<file path="config.mk">
export PLATFORM = sky130hd
export DESIGN_NAME = mbe_ctrl
export DESIGN_NICKNAME = d
export VERILOG_FILES = /design/src/hdl/mandelbrot_escape_time_assert.svh /design/src/hdl/mbe_pkg.sv /design/src/hdl/mbe_ctrl.sv
export SDC_FILE = /design/constraint.sdc
export NUM_CORES = 1
export LEC_CHECK = 0
export ABC_AREA = 1
export BUFFER_PORTS_ARGS = -buffer_cell sky130_fd_sc_hd__buf_2
export CAP_MARGIN = 0
export CORE_AREA = 4 4 41 43
export CTS_BUF_LIST = sky130_fd_sc_hd__clkbuf_4
export DETAILED_ROUTE_END_ITERATION = 16
export DIE_AREA = 0 0 45 47
export GPL_ROUTABILITY_DRIVEN = 0
export SYNTH_ARGS = -nofsm -noshare
export SYNTH_HDL_FRONTEND = slang
export SYNTH_SLANG_ARGS = --single-unit
</file>
<file path="constraint.sdc">
create_clock -name clk -period 1.55 [get_ports clk]
set_clock_uncertainty 0.1 [all_clocks]
set_input_delay 0.31 -clock clk [delete_from_list [all_inputs] [get_ports clk]]
set_output_delay 0.31 -clock clk [all_outputs]
set_load 0.02 [all_outputs]
</file>
<file path="src/hdl/mandelbrot_escape_time_assert.svh">
// ----------------------------------------------------------------------------
// Mandelbrot escape-time assertion macros
// Clocked property checks that vanish in synthesis builds.
// ----------------------------------------------------------------------------
`ifndef MANDELBROT_ESCAPE_TIME_ASSERT_SVH
`define MANDELBROT_ESCAPE_TIME_ASSERT_SVH

`ifndef SYNTHESIS

// check a property while out of reset
`define MBE_ASSERT(lbl, clk, rstn, prop, msg) \
  lbl: assert property (@(posedge clk) disable iff (!rstn) prop) else $error(msg);

// check a property on every edge, reset included
`define MBE_ASSERT_ALWAYS(lbl, clk, prop, msg) \
  lbl: assert property (@(posedge clk) prop) else $error(msg);

`else

`define MBE_ASSERT(lbl, clk, rstn, prop, msg)
`define MBE_ASSERT_ALWAYS(lbl, clk, prop, msg)

`endif

`endif

</file>
<file path="src/hdl/mbe_pkg.sv">
// ----------------------------------------------------------------------------
// mbe_pkg
// Shared types, constants and helpers of the escape-time iterator.
// ----------------------------------------------------------------------------
package mbe_pkg;

  localparam int FRAC_BITS_DEF   = 28;
  localparam int COUNT_WIDTH_DEF = 16;
  localparam int Z_W             = 32;
  localparam int CNT_PORT_W      = 16;
  localparam int MAX_ITER_RESET  = 256;

  localparam int        PADDR_W      = 3;
  localparam logic      REG_MAX_ITER = 1'b0;

  // counter width actually used: the register field is 16 bits wide
  function automatic int cnt_w(input int cw);
    return (cw < CNT_PORT_W) ? cw : CNT_PORT_W;
  endfunction

  typedef struct packed {
    logic signed [Z_W-1:0] c_re;
    logic signed [Z_W-1:0] c_im;
    logic signed [Z_W-1:0] start_re;
    logic signed [Z_W-1:0] start_im;
  } in_t;

  typedef struct packed {
    logic [CNT_PORT_W-1:0] iteration_count;
    logic                  escaped;
    logic signed [Z_W-1:0] final_re;
    logic signed [Z_W-1:0] final_im;
  } out_t;

  typedef enum logic [1:0] {
    ST_IDLE,
    ST_MUL,
    ST_EVAL,
    ST_DONE
  } state_t;

  typedef struct packed {
    logic load;
    logic mul;
    logic eval;
    logic emit;
  } cmd_t;

  typedef struct packed {
    logic max_zero;
    logic first;
    logic escape;
    logic last;
  } status_t;

endpackage

</file>
<file path="src/hdl/mbe_ctrl.sv">
// ----------------------------------------------------------------------------
// mbe_ctrl
// Sequencer: load, then alternate multiply and update until a stop.
// ----------------------------------------------------------------------------
module mbe_ctrl
  import mbe_pkg::*;
(
  input  logic    clk,
  input  logic    rst_n,
  input  logic    start,
  input  status_t sts,
  output cmd_t    cmd,
  output logic    busy
);

  state_t state_r;
  state_t state_nxt;

  always_ff @(posedge clk) begin
    if (!rst_n) begin
      state_r <= ST_IDLE;
    end else begin
      state_r <= state_nxt;
    end
  end

  always_comb begin
    cmd       = '0;
    state_nxt = state_r;
    unique case (state_r)
      ST_IDLE: begin
        if (start) begin
          cmd.load  = 1'b1;
          state_nxt = sts.max_zero ? ST_DONE : ST_MUL;
        end
      end
      ST_MUL: begin
        cmd.mul   = 1'b1;
        state_nxt = ST_EVAL;
      end
      ST_EVAL: begin
        cmd.eval = 1'b1;
        if (!sts.first && (sts.escape || sts.last)) begin
          state_nxt = ST_DONE;
        end else begin
          state_nxt = ST_MUL;
        end
      end
      ST_DONE: begin
        cmd.emit  = 1'b1;
        state_nxt = ST_IDLE;
      end
      default: begin
        state_nxt = ST_IDLE;
      end
    endcase
  end

  assign busy = (state_r != ST_IDLE);

endmodule

</file>
# Word level (Yosys, flattened, before mapping)
# Index checks and enable logic that the tools add are counted.
dict set report totals {
  memories 0
  out_inout_bits 5
  rom_bits 0
  regBits 2
  word_cells 19
  latch_bits 0
  ramBits 0
  input_bits 7
}
dict set report classes {
  n_mux 9
  n_eq_ne 4
  add_sub_neg 0
  bitwise 0
  n_mul 0
  shift 0
  div_mod_pow 0
  n_lt_le_gt_ge 0
  reduce_logical 5
}
# cell n
set ops {}
lappend ops {{2-bit case mux with 4 select lines} 1}
lappend ops {{2-bit two-way mux} 3}
lappend ops {{1-bit two-way mux} 5}
lappend ops {{2-bit equality test (second input constant)} 2}
lappend ops {{2-bit by 1-bit equality test with 1-bit output (second input constant)} 1}
lappend ops {{2-bit zero test} 1}
lappend ops {{2-bit inequality test (second input constant)} 1}
lappend ops {{2-bit nonzero test} 1}
lappend ops {{1-bit logical AND} 1}
lappend ops {{1-bit zero test} 1}
lappend ops {{1-bit logical OR} 1}

# Depth between registers and ports, before layout
dict set report depth {
  word_depth 4
  mapped_depth 4
  mapped_depth_nobuf 4
}

# Worst setup path after synthesis
# Ideal clock, no wire load.
dict set report synth_timing {
  kind {register -> output}
  start {register state_r[0]}
  end {output port cmd[3] (netlist bit)}
  arrival_time_ps 882
  slack_ps 258
  stages_incl_launch_ff 4
  n_path_buf 0
  required_time_ps 1140
  cell_sequence {dfxtp_1 > nor2_1 > inv_1 > nor2_1}
}
# item line_no
set synth_rtl {}
lappend synth_rtl {{start, declared} mbe_ctrl.sv:16} ;# state_t state_r;
lappend synth_rtl {{start signal, assigned} mbe_ctrl.sv:23} ;# state_r <= state_nxt;
lappend synth_rtl {{end, declared} mbe_ctrl.sv:12} ;# output cmd_t cmd,

==> results.toml <==
[clock_tree]
path_clk_slew_ns = 0.03
clock_path_buffers = 2
numCtsBuffers = 3
cts_tree = "done"
cts_root_buf = "clkbuf_4"
h-tree-depth = 1
post-cts-setup-buffer-count = 0
hold_buffers = 0
insertion_delay_ns = 0.22
cts.sinks = 2
cts.repair.resized = 0

[finish]
regMostFlops = "state_r"
reg_top3 = "state_r (2)"
fin_cells = 51
nets = 45
area_delta_synth_final_pct = 76.0
utilization = 0.176
largest_reg_flops = 2
num-fill-cells = 164
drive_gt1_frac = 0.556
stdcell_area_sq_um = 229
layout_common_cells = "11 x buf_2, 5 x inv_1, 4 x nand2_1, 3 x nor2_1, 3 x clkbuf_4"
antennaDiodeCount = 0
final_common_cell = "buf_2"

[logic_synthesis]
syn_avg_cell_area_sq_um = 5.91
yosysWarnings = 0
synth_top_area_frac = 0.308
synth-seq-area-share = 0.308
ys_seq_elements = 2
synth_area_leader_cell = "dfxtp_1"
synthDistinctLibCells = 10
netlist_area_sq_um = 130
syn-num-nets = 29
synth_area_leaders = "dfxtp_1 31%, inv_1 14%, nand2_1 12%, nor2_1 12%, nand3_2 7.7%"
synthCells = 22

[global_route]
met1_usage = 0.0271
antenna_found_initial = 0
grt_pass1_vias = 141
met3_usage = 0.0690
grt.total_usage = 0.0434
grt_pass1_wl_um = 496
grt.busiest_layer = "met3"
grt_max_degree = 7
gr-total-overflow = 0
grtUsageMet2 = 0.0537

[worst_hold_path]
hp-start = "rst_n"
hold_class = "input port to register"
min_path_cells = 3
min_to = "state_r[1]"

[setup_path]
path_cells = "nor2_2 -> inv_1 -> nor2_1 -> buf_2"
crit_fanout = 6
worstRegToRegCells = 4
worst-endpoint-required_ns = 1.14
r2r-end = "state_r[1]"
critPathBufInv = 2
r2r-start = "state_r[1]"
r2r_slack_ns = 0.66
cp_slowest_stage_delay_ns = 0.35
cpMaxStageDelayCell = "dfxtp_1"
critPathKind = "register to output pin"
cp.arrival_ns = 1.00
end_kind = "output pin"
critPathTopFamily = "flip-flops"
start_kind = "register"
cp.depth = 4

[place]
dp.cells = 48
dpl.hpwl_um = 275
port_buffers = 11
place_area_sq_um = 204

[detailed_routing]
vias = 168
post_drt_wl_per_cell_um = 6.43
antenna_left = 0
vias_per_cell = 3.29
dr.pass1.iters = 1
drtIter0Drc = 0
drc_errors = 0
routed_wl_um = 328

[sta]
slew_headroom = 0.863
rsz0062_at_grt = "false"
hold_viol_final = 0
worst_slew_pin_slew_ns = 0.204
holdWs_ns = 0.259
max_freq_mhz = 710
drv_slew = 0
setup_viol = 0
period_needed_ns = 1.41
setup_tns_ns = 0
period_share = 0.909

[floorplan]
rows = 13
coreArea_sq_um = 1300
die_area_sq_um = 2120
start_util = 0.100
fp.dieH_um = 47
die_w_um = 45
ios = 12

[pwr]
p_leak_nw = 0.140
power_density_nw_per_um2 = 1070
irDropWorstVdd_mv = 0.235

[job]
drv_cap = 0

[run_status]
status = "complete, no violations"
==> worst reg2reg max path, delay by kind of cell, from the launching register on <==
| kind | cells | cell delay [ns] |
|---|---|---|
| AO/OA/AOI/OAI | 1 | 0.11 |
| buffers and inverters | 1 | 0.05 |
| flip-flops | 1 | 0.38 |
| AND/OR/NAND/NOR | 2 | 0.19 |
==> power by group <==
part	total [W]	leakage (nW)	switching [W]	internal [W]
Clock	0.000115	0.0138	0.0000293	0.0000854
Sequential	0.0000654	0.0166	0.00000799	0.0000575
Combinational	0.0000651	0.110	0.0000402	0.0000249
Total	0.000245	0.140	0.0000775	0.000168
==> metrics by stage <==
step	power, W	worst slack (ns)
after floorplan	0.000107	0.258
after global placement	0.000129	0.377
after CTS	0.000254	0.0881
after global routing	0.000272	0.0303
after detailed placement	0.000131	0.338
final	0.000245	0.141
==> how the worst max path moves through the flow <==
stage | endpoint | startpoint
floorplan | cmd[3] | state_r[0]
global placement | cmd[3] | state_r[0]
detailed placement | cmd[3] | state_r[0]
CTS | cmd[3] | state_r[0]
global route | cmd[3] | state_r[0]
finish | cmd[3] | state_r[0]
==> cells by family (layout without fill, tap and decap cells) <==
group / after synthesis / count (layout) / share of synthesized area
AND/OR/NAND/NOR: 10 / 10 / 0.356
buffers and inverters: 8 / 22 / 0.231
AO/OA/AOI/OAI: 2 / 2 / 0.106
flip-flops: 2 / 2 / 0.308
==> metal layers <==
| layer | part of all wire | up-vias |
|---|---|---|
| li1 | - | 90 |
| met1 | 0.40 | 71 |
| met2 | 0.46 | 7 |
| met3 | 0.14 | 0 |
| met4 | 0 | 0 |
| met5 | 0 | - |
==> synthesized netlist by cell type <==
cell / number
nand3_2: 1
clkinv_1: 1
nand2_1: 4
o21ai_0: 1
dfxtp_1: 2
inv_2: 2
a21oi_2: 1
inv_1: 5
nor2_2: 1
nor2_1: 4
==> area by class of cell <==
cell class | instances | area (sq um) | share of cell area
flip-flops and latches | 2 | 40.0 | 0.175
well taps | 15 | 18.8 | 0.0820
repair buffers | 11 | 55.1 | 0.240
multi-input cells | 12 | 62.6 | 0.273
clock buffers | 3 | 22.5 | 0.0984
inverters | 8 | 30.0 | 0.131
No activity file was read; power rests on OpenSTA's default activity.
