--- src/hdl/mandelbrot_escape_time_assert.svh ---
// ----------------------------------------------------------------------------
// Mandelbrot escape-time assertion macros
// Clocked property checks that vanish in synthesis builds.
// ----------------------------------------------------------------------------
`ifndef MANDELBROT_ESCAPE_TIME_ASSERT_SVH
`define MANDELBROT_ESCAPE_TIME_ASSERT_SVH

`ifndef SYNTHESIS

// check a property while out of reset
`define MBE_ASSERT(lbl, clk, rstn, prop, msg) \
  lbl: assert property (@(posedge clk) disable iff (!rstn) prop) else $error(msg);

// check a property on every edge, reset included
`define MBE_ASSERT_ALWAYS(lbl, clk, prop, msg) \
  lbl: assert property (@(posedge clk) prop) else $error(msg);

`else

`define MBE_ASSERT(lbl, clk, rstn, prop, msg)
`define MBE_ASSERT_ALWAYS(lbl, clk, prop, msg)

`endif

`endif

--- src/hdl/mbe_pkg.sv ---
// ----------------------------------------------------------------------------
// mbe_pkg
// Shared types, constants and helpers of the escape-time iterator.
// ----------------------------------------------------------------------------
package mbe_pkg;

  localparam int FRAC_BITS_DEF   = 28;
  localparam int COUNT_WIDTH_DEF = 16;
  localparam int Z_W             = 32;
  localparam int CNT_PORT_W      = 16;
  localparam int MAX_ITER_RESET  = 256;

  localparam int        PADDR_W      = 3;
  localparam logic      REG_MAX_ITER = 1'b0;

  // counter width actually used: the register field is 16 bits wide
  function automatic int cnt_w(input int cw);
    return (cw < CNT_PORT_W) ? cw : CNT_PORT_W;
  endfunction

  typedef struct packed {
    logic signed [Z_W-1:0] c_re;
    logic signed [Z_W-1:0] c_im;
    logic signed [Z_W-1:0] start_re;
    logic signed [Z_W-1:0] start_im;
  } in_t;

  typedef struct packed {
    logic [CNT_PORT_W-1:0] iteration_count;
    logic                  escaped;
    logic signed [Z_W-1:0] final_re;
    logic signed [Z_W-1:0] final_im;
  } out_t;

  typedef enum logic [1:0] {
    ST_IDLE,
    ST_MUL,
    ST_EVAL,
    ST_DONE
  } state_t;

  typedef struct packed {
    logic load;
    logic mul;
    logic eval;
    logic emit;
  } cmd_t;

  typedef struct packed {
    logic max_zero;
    logic first;
    logic escape;
    logic last;
  } status_t;

endpackage

--- src/hdl/mbe_regs.sv ---
// ----------------------------------------------------------------------------
// mbe_regs
// APB register file holding the iteration bound.
// ----------------------------------------------------------------------------
module mbe_regs
  import mbe_pkg::*;
#(
  parameter int COUNT_WIDTH = COUNT_WIDTH_DEF
) (
  input  logic                          clk,
  input  logic                          rst_n,
  input  logic                          psel,
  input  logic                          penable,
  input  logic                          pwrite,
  input  logic [PADDR_W-1:0]            paddr,
  input  logic [31:0]                   pwdata,
  output logic [31:0]                   prdata,
  output logic                          pready,
  output logic [cnt_w(COUNT_WIDTH)-1:0] max_iter
);

  localparam int CNT_W = cnt_w(COUNT_WIDTH);

  logic [CNT_W-1:0] max_iter_r;
  logic             wr_en;
  logic             hit;

  assign hit    = (paddr[PADDR_W-1] == REG_MAX_ITER);
  assign wr_en  = psel && penable && pwrite && hit;
  assign pready = 1'b1;

  always_ff @(posedge clk) begin
    if (!rst_n) begin
      max_iter_r <= CNT_W'(MAX_ITER_RESET);
    end else if (wr_en) begin
      // drop the bits above the counter width
      max_iter_r <= pwdata[CNT_W-1:0];
    end
  end

  always_comb begin
    prdata = '0;
    if (hit) begin
      prdata = 32'(max_iter_r);
    end
  end

  assign max_iter = max_iter_r;

endmodule

--- config.mk ---
export PLATFORM = sky130hd
export DESIGN_NAME = mbe_regs
export DESIGN_NICKNAME = d
export VERILOG_FILES = /design/src/hdl/mandelbrot_escape_time_assert.svh /design/src/hdl/mbe_pkg.sv /design/src/hdl/mbe_regs.sv
export SDC_FILE = /design/constraint.sdc
export NUM_CORES = 1
export LEC_CHECK = 0
export BUFFER_PORTS_ARGS = -buffer_cell sky130_fd_sc_hd__buf_2
export CORE_MARGIN = 2
export CORE_UTILIZATION = 32
export CTS_CLUSTER_SIZE = 14
export DETAILED_ROUTE_END_ITERATION = 6
export PLACE_DENSITY_LB_ADDON = 0.05
export SYNTH_ARGS = -nofsm -noshare
export SYNTH_HDL_FRONTEND = slang
export SYNTH_SLANG_ARGS = --single-unit
--- constraint.sdc ---
create_clock -name clk -period 0.82 [get_ports clk]
set_input_delay 0.041 -clock clk [delete_from_list [all_inputs] [get_ports clk]]
set_output_delay 0.041 -clock clk [all_outputs]
set_load 0.01 [all_outputs]
# Word level (Yosys, flattened, before mapping)
# Cells that the tools add are included.
# W data, S select, Z words.
# word_totals
ff_bits	16
in_bits	40
out_inout_bits	49
wordCells	6
# classes
muxes	1
bitwise	1
reduce_logical	3
# op_table
operator	n
$mux W16	1
$logic_and A1 B1 Y1	3
$not A1 Y1	1

# Logic depth before layout (Yosys ltp)
# depth
word_depth	3
depth_mapped	4
ltp_nobuf	2

# Worst setup path before layout
# No wires, ideal clock.
# synth_path
path_type	in2reg
from	in paddr[2]
to	reg max_iter_r[0], in the netlist max_iter[0]
arrival_ps	710
required_ps	748
path_slack_ps	39
stages	4
n_path_buf	2
cell_sequence	and4b_1 > buf_6 > buf_12 > mux2i_1
# synth_between
elab_chain_len	2
# synth_lines
item	line	rtl
from (decl)	mbe_regs.sv:15	input logic [PADDR_W-1:0] paddr,
$not A1 Y1	mbe_regs.sv:28	assign hit = (paddr[PADDR_W-1] == REG_MAX_ITER);
$logic_and A1 B1 Y1	mbe_regs.sv:29	assign wr_en = psel && penable && pwrite && hit;
to (signal assigned)	mbe_regs.sv:34	max_iter_r <= CNT_W'(MAX_ITER_RESET);
to (signal assigned)	mbe_regs.sv:37	max_iter_r <= pwdata[CNT_W-1:0];
to (decl)	mbe_regs.sv:24	logic [CNT_W-1:0] max_iter_r;
# Every way passes these cells.
# A chain may end at the register's enable or synchronous reset.

# Worst setup path after layout
# layout_path
from	reg max_iter_r[15], in the netlist max_iter[15]
to	out prdata[15]
# layout_between
elab_chain_len	1
# layout_lines
item	line	rtl
$mux W16	mbe_regs.sv:43	if (hit) begin
to (decl)	mbe_regs.sv:17	output logic [31:0] prdata,
# Every way passes these cells.

==> results.txt <==
- After layout, the worst path uses 119% of the clock period.
* Max Cap Violations: 0
- Cells along the critical path: and2b_2 > buf_6
* Highest clock frequency the design can meet: 1.03 GHz
* Leakage power summed over all cells: 0.780 nW
* Accumulated negative setup slack: -2330 ps
* Root buffer cell: clkbuf_4
* Count of input and output buffers: 53
- After detailed routing, the number of remaining DRC violations is 0.
* Final core utilization: 59.6%
- Cell at the slowest stage of the critical path: dfxtp_2
- Core Region: 2730 µm²
* Type of element capturing the critical path: primary output
- Crit-path max FO: 3
* Layout Nets: 224
- Global routing used 13.2% of the available tracks across all layers.
- GP Congestion: 0.673
- Sequential power share: 48.3%
- The later pin in the worst-skew pair is clocked with a latency of 280 ps.
- Cell Area, Synth: 912 µm²
* Violations in the final reports: setup timing
* Routing usage on met2: 22.1%
* R2r endpoint: max_iter[4]
- Slew Viols, Final: 0
* Crit path arrival time: 930 ps
- Once detail routing completed, the nets flagged for antenna violations numbered 0.
- Via count of the first global-routing pass: 797
- Switching Share: 24.7%
- I/O Pins: 89
- Clock tree synthesis found a total of 16 sinks.
* Layout-stage area growth over the synthesis result: 78.6%
* Hold Crit Start: pwdata[8]
* End point of the most critical hold path: max_iter[8]
- During synthesis, Yosys emitted a total of 0 warnings.
- Clock power frac: 30.7%
* Kind of start point of the critical path: register
- First-pass GRT wire length: 3370 µm
- Counting both buffers and inverters, the worst setup path holds a total of 1.
- The internal portion of the total power is 1.26 mW.
- Horiz. Die Dim: 57.4 µm
- The run finished, with violations left.
- Fraction of power consumed by combinational cells: 21.0%
* Reg2reg setup slack: 40 ps
- Clock transition at the registers of the reported paths: 90 ps
* Total inserted antenna cells: 0
- The post-route netlist has 51.9% of its cells at a drive strength greater than 1.
* Placed wire-length estimate after detailed placement: 1310 µm
* CTS max path bufs: 2
* Worst path top cell family by delay: flip-flops
* Remaining global-route overflow: 0
- Tracing the worst setup path back leads to its startpoint at max_iter[15].
* Most used cells in the layout excluding fill and tap cells: buf_6, nand2_1, buf_2, conb_1
- For this design the ratio of total power to cell area is 1030 nW/µm².
- Number of DRC markers in iteration 0: 14
- Number of unique standard cell types used by synthesis: 11
* Path depth of the worst reg2reg path: 4
* CP Class: register to primary output
- Setup slack of the critical path after layout: -153 ps
* Number of H-tree levels: 1
- Number of hold violations in the final report: 0
- After detailed routing, the number of vias per cell comes to 4.05.
- Counting the buffers created by CTS gives 3.
- Fin Clk Skew: 0 ps
* Largest net degree at the start of global routing: 31
- Global routing usage on met3: 2.72%
- Setup repair after global routing could not meet its margin everywhere.
- Design Power: 1.68 mW
- In the synthesized netlist, the number of instances is 106.
- Pre-antenna DRT Iters: 2
* Overall via count from detail_route: 867
- After synthesis, flip-flops and latches occupy 35.1% of the total area.
- Worst R2R Start: max_iter[4]
- For this block, the routed nets add up to 2230 µm of wire.
- The worst path in the final design needs a cycle of 973 ps, including I/O delays and setup.
- Min-delay worst type: input pin to register
* Effective utilization at floorplan: 33.4%
* Register bit total from synthesis: 16
* Worst hold stages: 3
- Die Y: 57.4 µm
- Net switching power of the design: 0.415 mW
- For this run, the slowest stage of the critical path takes 340 ps.
* Wirelength per Cell: 10.4 µm
- The library cell used most frequently in the layout, excluding fill and tap cells, is buf_6.
- Full die area: 3290 µm²
- Busiest layer in global routing: met2
- TritonCTS clock tree: yes
* Synth Area per Inst: 8.60 µm²
- Data required time at the worst endpoint: 780 ps
- For this run, global-route usage on met1 was measured as 16.3%.
- The floorplan has 19 rows.
- Across the VDD grid, the largest voltage drop is 751 µV.
- Max reg flops: 16
- Antenna violations before repair: 0
- Final setup viols: 23
==> cells in the mapped netlist, drive strengths merged <==
cell type	count	share of area (%)
clkbuf	4	1.6
dfxtp	16	35
and4b	1	1.1
nor2b	12	8.2
buf	19	17
nand2	30	12
conb	2	0.82
and2b	6	5.8
mux2i	16	18
==> power by group through the flow <==
stage	Combinational, mW	Sequential (mW)	Clock (mW)
final	0.352	0.811	0.516
after CTS	0.322	0.808	0.542
after detailed placement	0.241	0.823	0
after global placement	0.241	0.822	0
after global routing	0.386	0.813	0.581
after floorplan	0.191	0.830	0
==> through the flow <==
step | instances | hold WS [ps] | instance area [µm²] | worst slack, ps
finish | 214 | 13.0 | 1630 | -153
global route | 214 | 16.9 | 1630 | -196
CTS | 210 | 2.73 | 1480 | -161
detailed placement | 185 | 297 | 1150 | -73.8
global placement | 185 | 292 | 1150 | -46.6
floorplan | 121 | 183 | 968 | 38.7
==> worst max-delay path by stage <==
stage	to	slack [ps]	cells past startpoint
global placement	max_iter[3]	-50	4
CTS	prdata[1]	-160	2
floorplan	max_iter[0]	40	4
detailed placement	max_iter[3]	-70	4
finish	prdata[15]	-150	2
global route	prdata[1]	-200	2
==> what timing repair did <==
item	4_1_cts	5_1_grt
resized for setup	30	21
setup endpoints to repair	30	32
hold buffers	15	0
buffers inserted	6	4
endpoints found under the hold margin	15	0
==> worst register-to-register path: stages, from the launching register on <==
cell and delay, ps:
dfxtp_2 340, buf_4 120, buf_4 120, nand2_1 40
mux2i_1 50
==> logic make-up after synthesis <==
kind of cell	synth area share (%)
other	0.823
multiplexers	17.6
AND/OR/NAND/NOR	27.4
flip-flops	35.1
buffers and inverters	19.1
==> metal layers <==
layer / vias to the layer above / wire length [µm]
li1: 450 / -
met3: 2 / 170
met2: 39 / 1130
met5: - / 0
met4: 0 / 12
met1: 376 / 917
==> area by class of cell <==
| class | instances | area [µm²] |
|---|---|---|
| Clock buffer | 4 | 36.3 |
| Timing Repair Buffer | 81 | 717 |
| Tap cell | 31 | 38.8 |
| Sequential cell | 16 | 340 |
| Fill cell | 240 | 1100 |
| Multi-Input combinational cell | 82 | 497 |
Power figures use the tool's default switching activity.
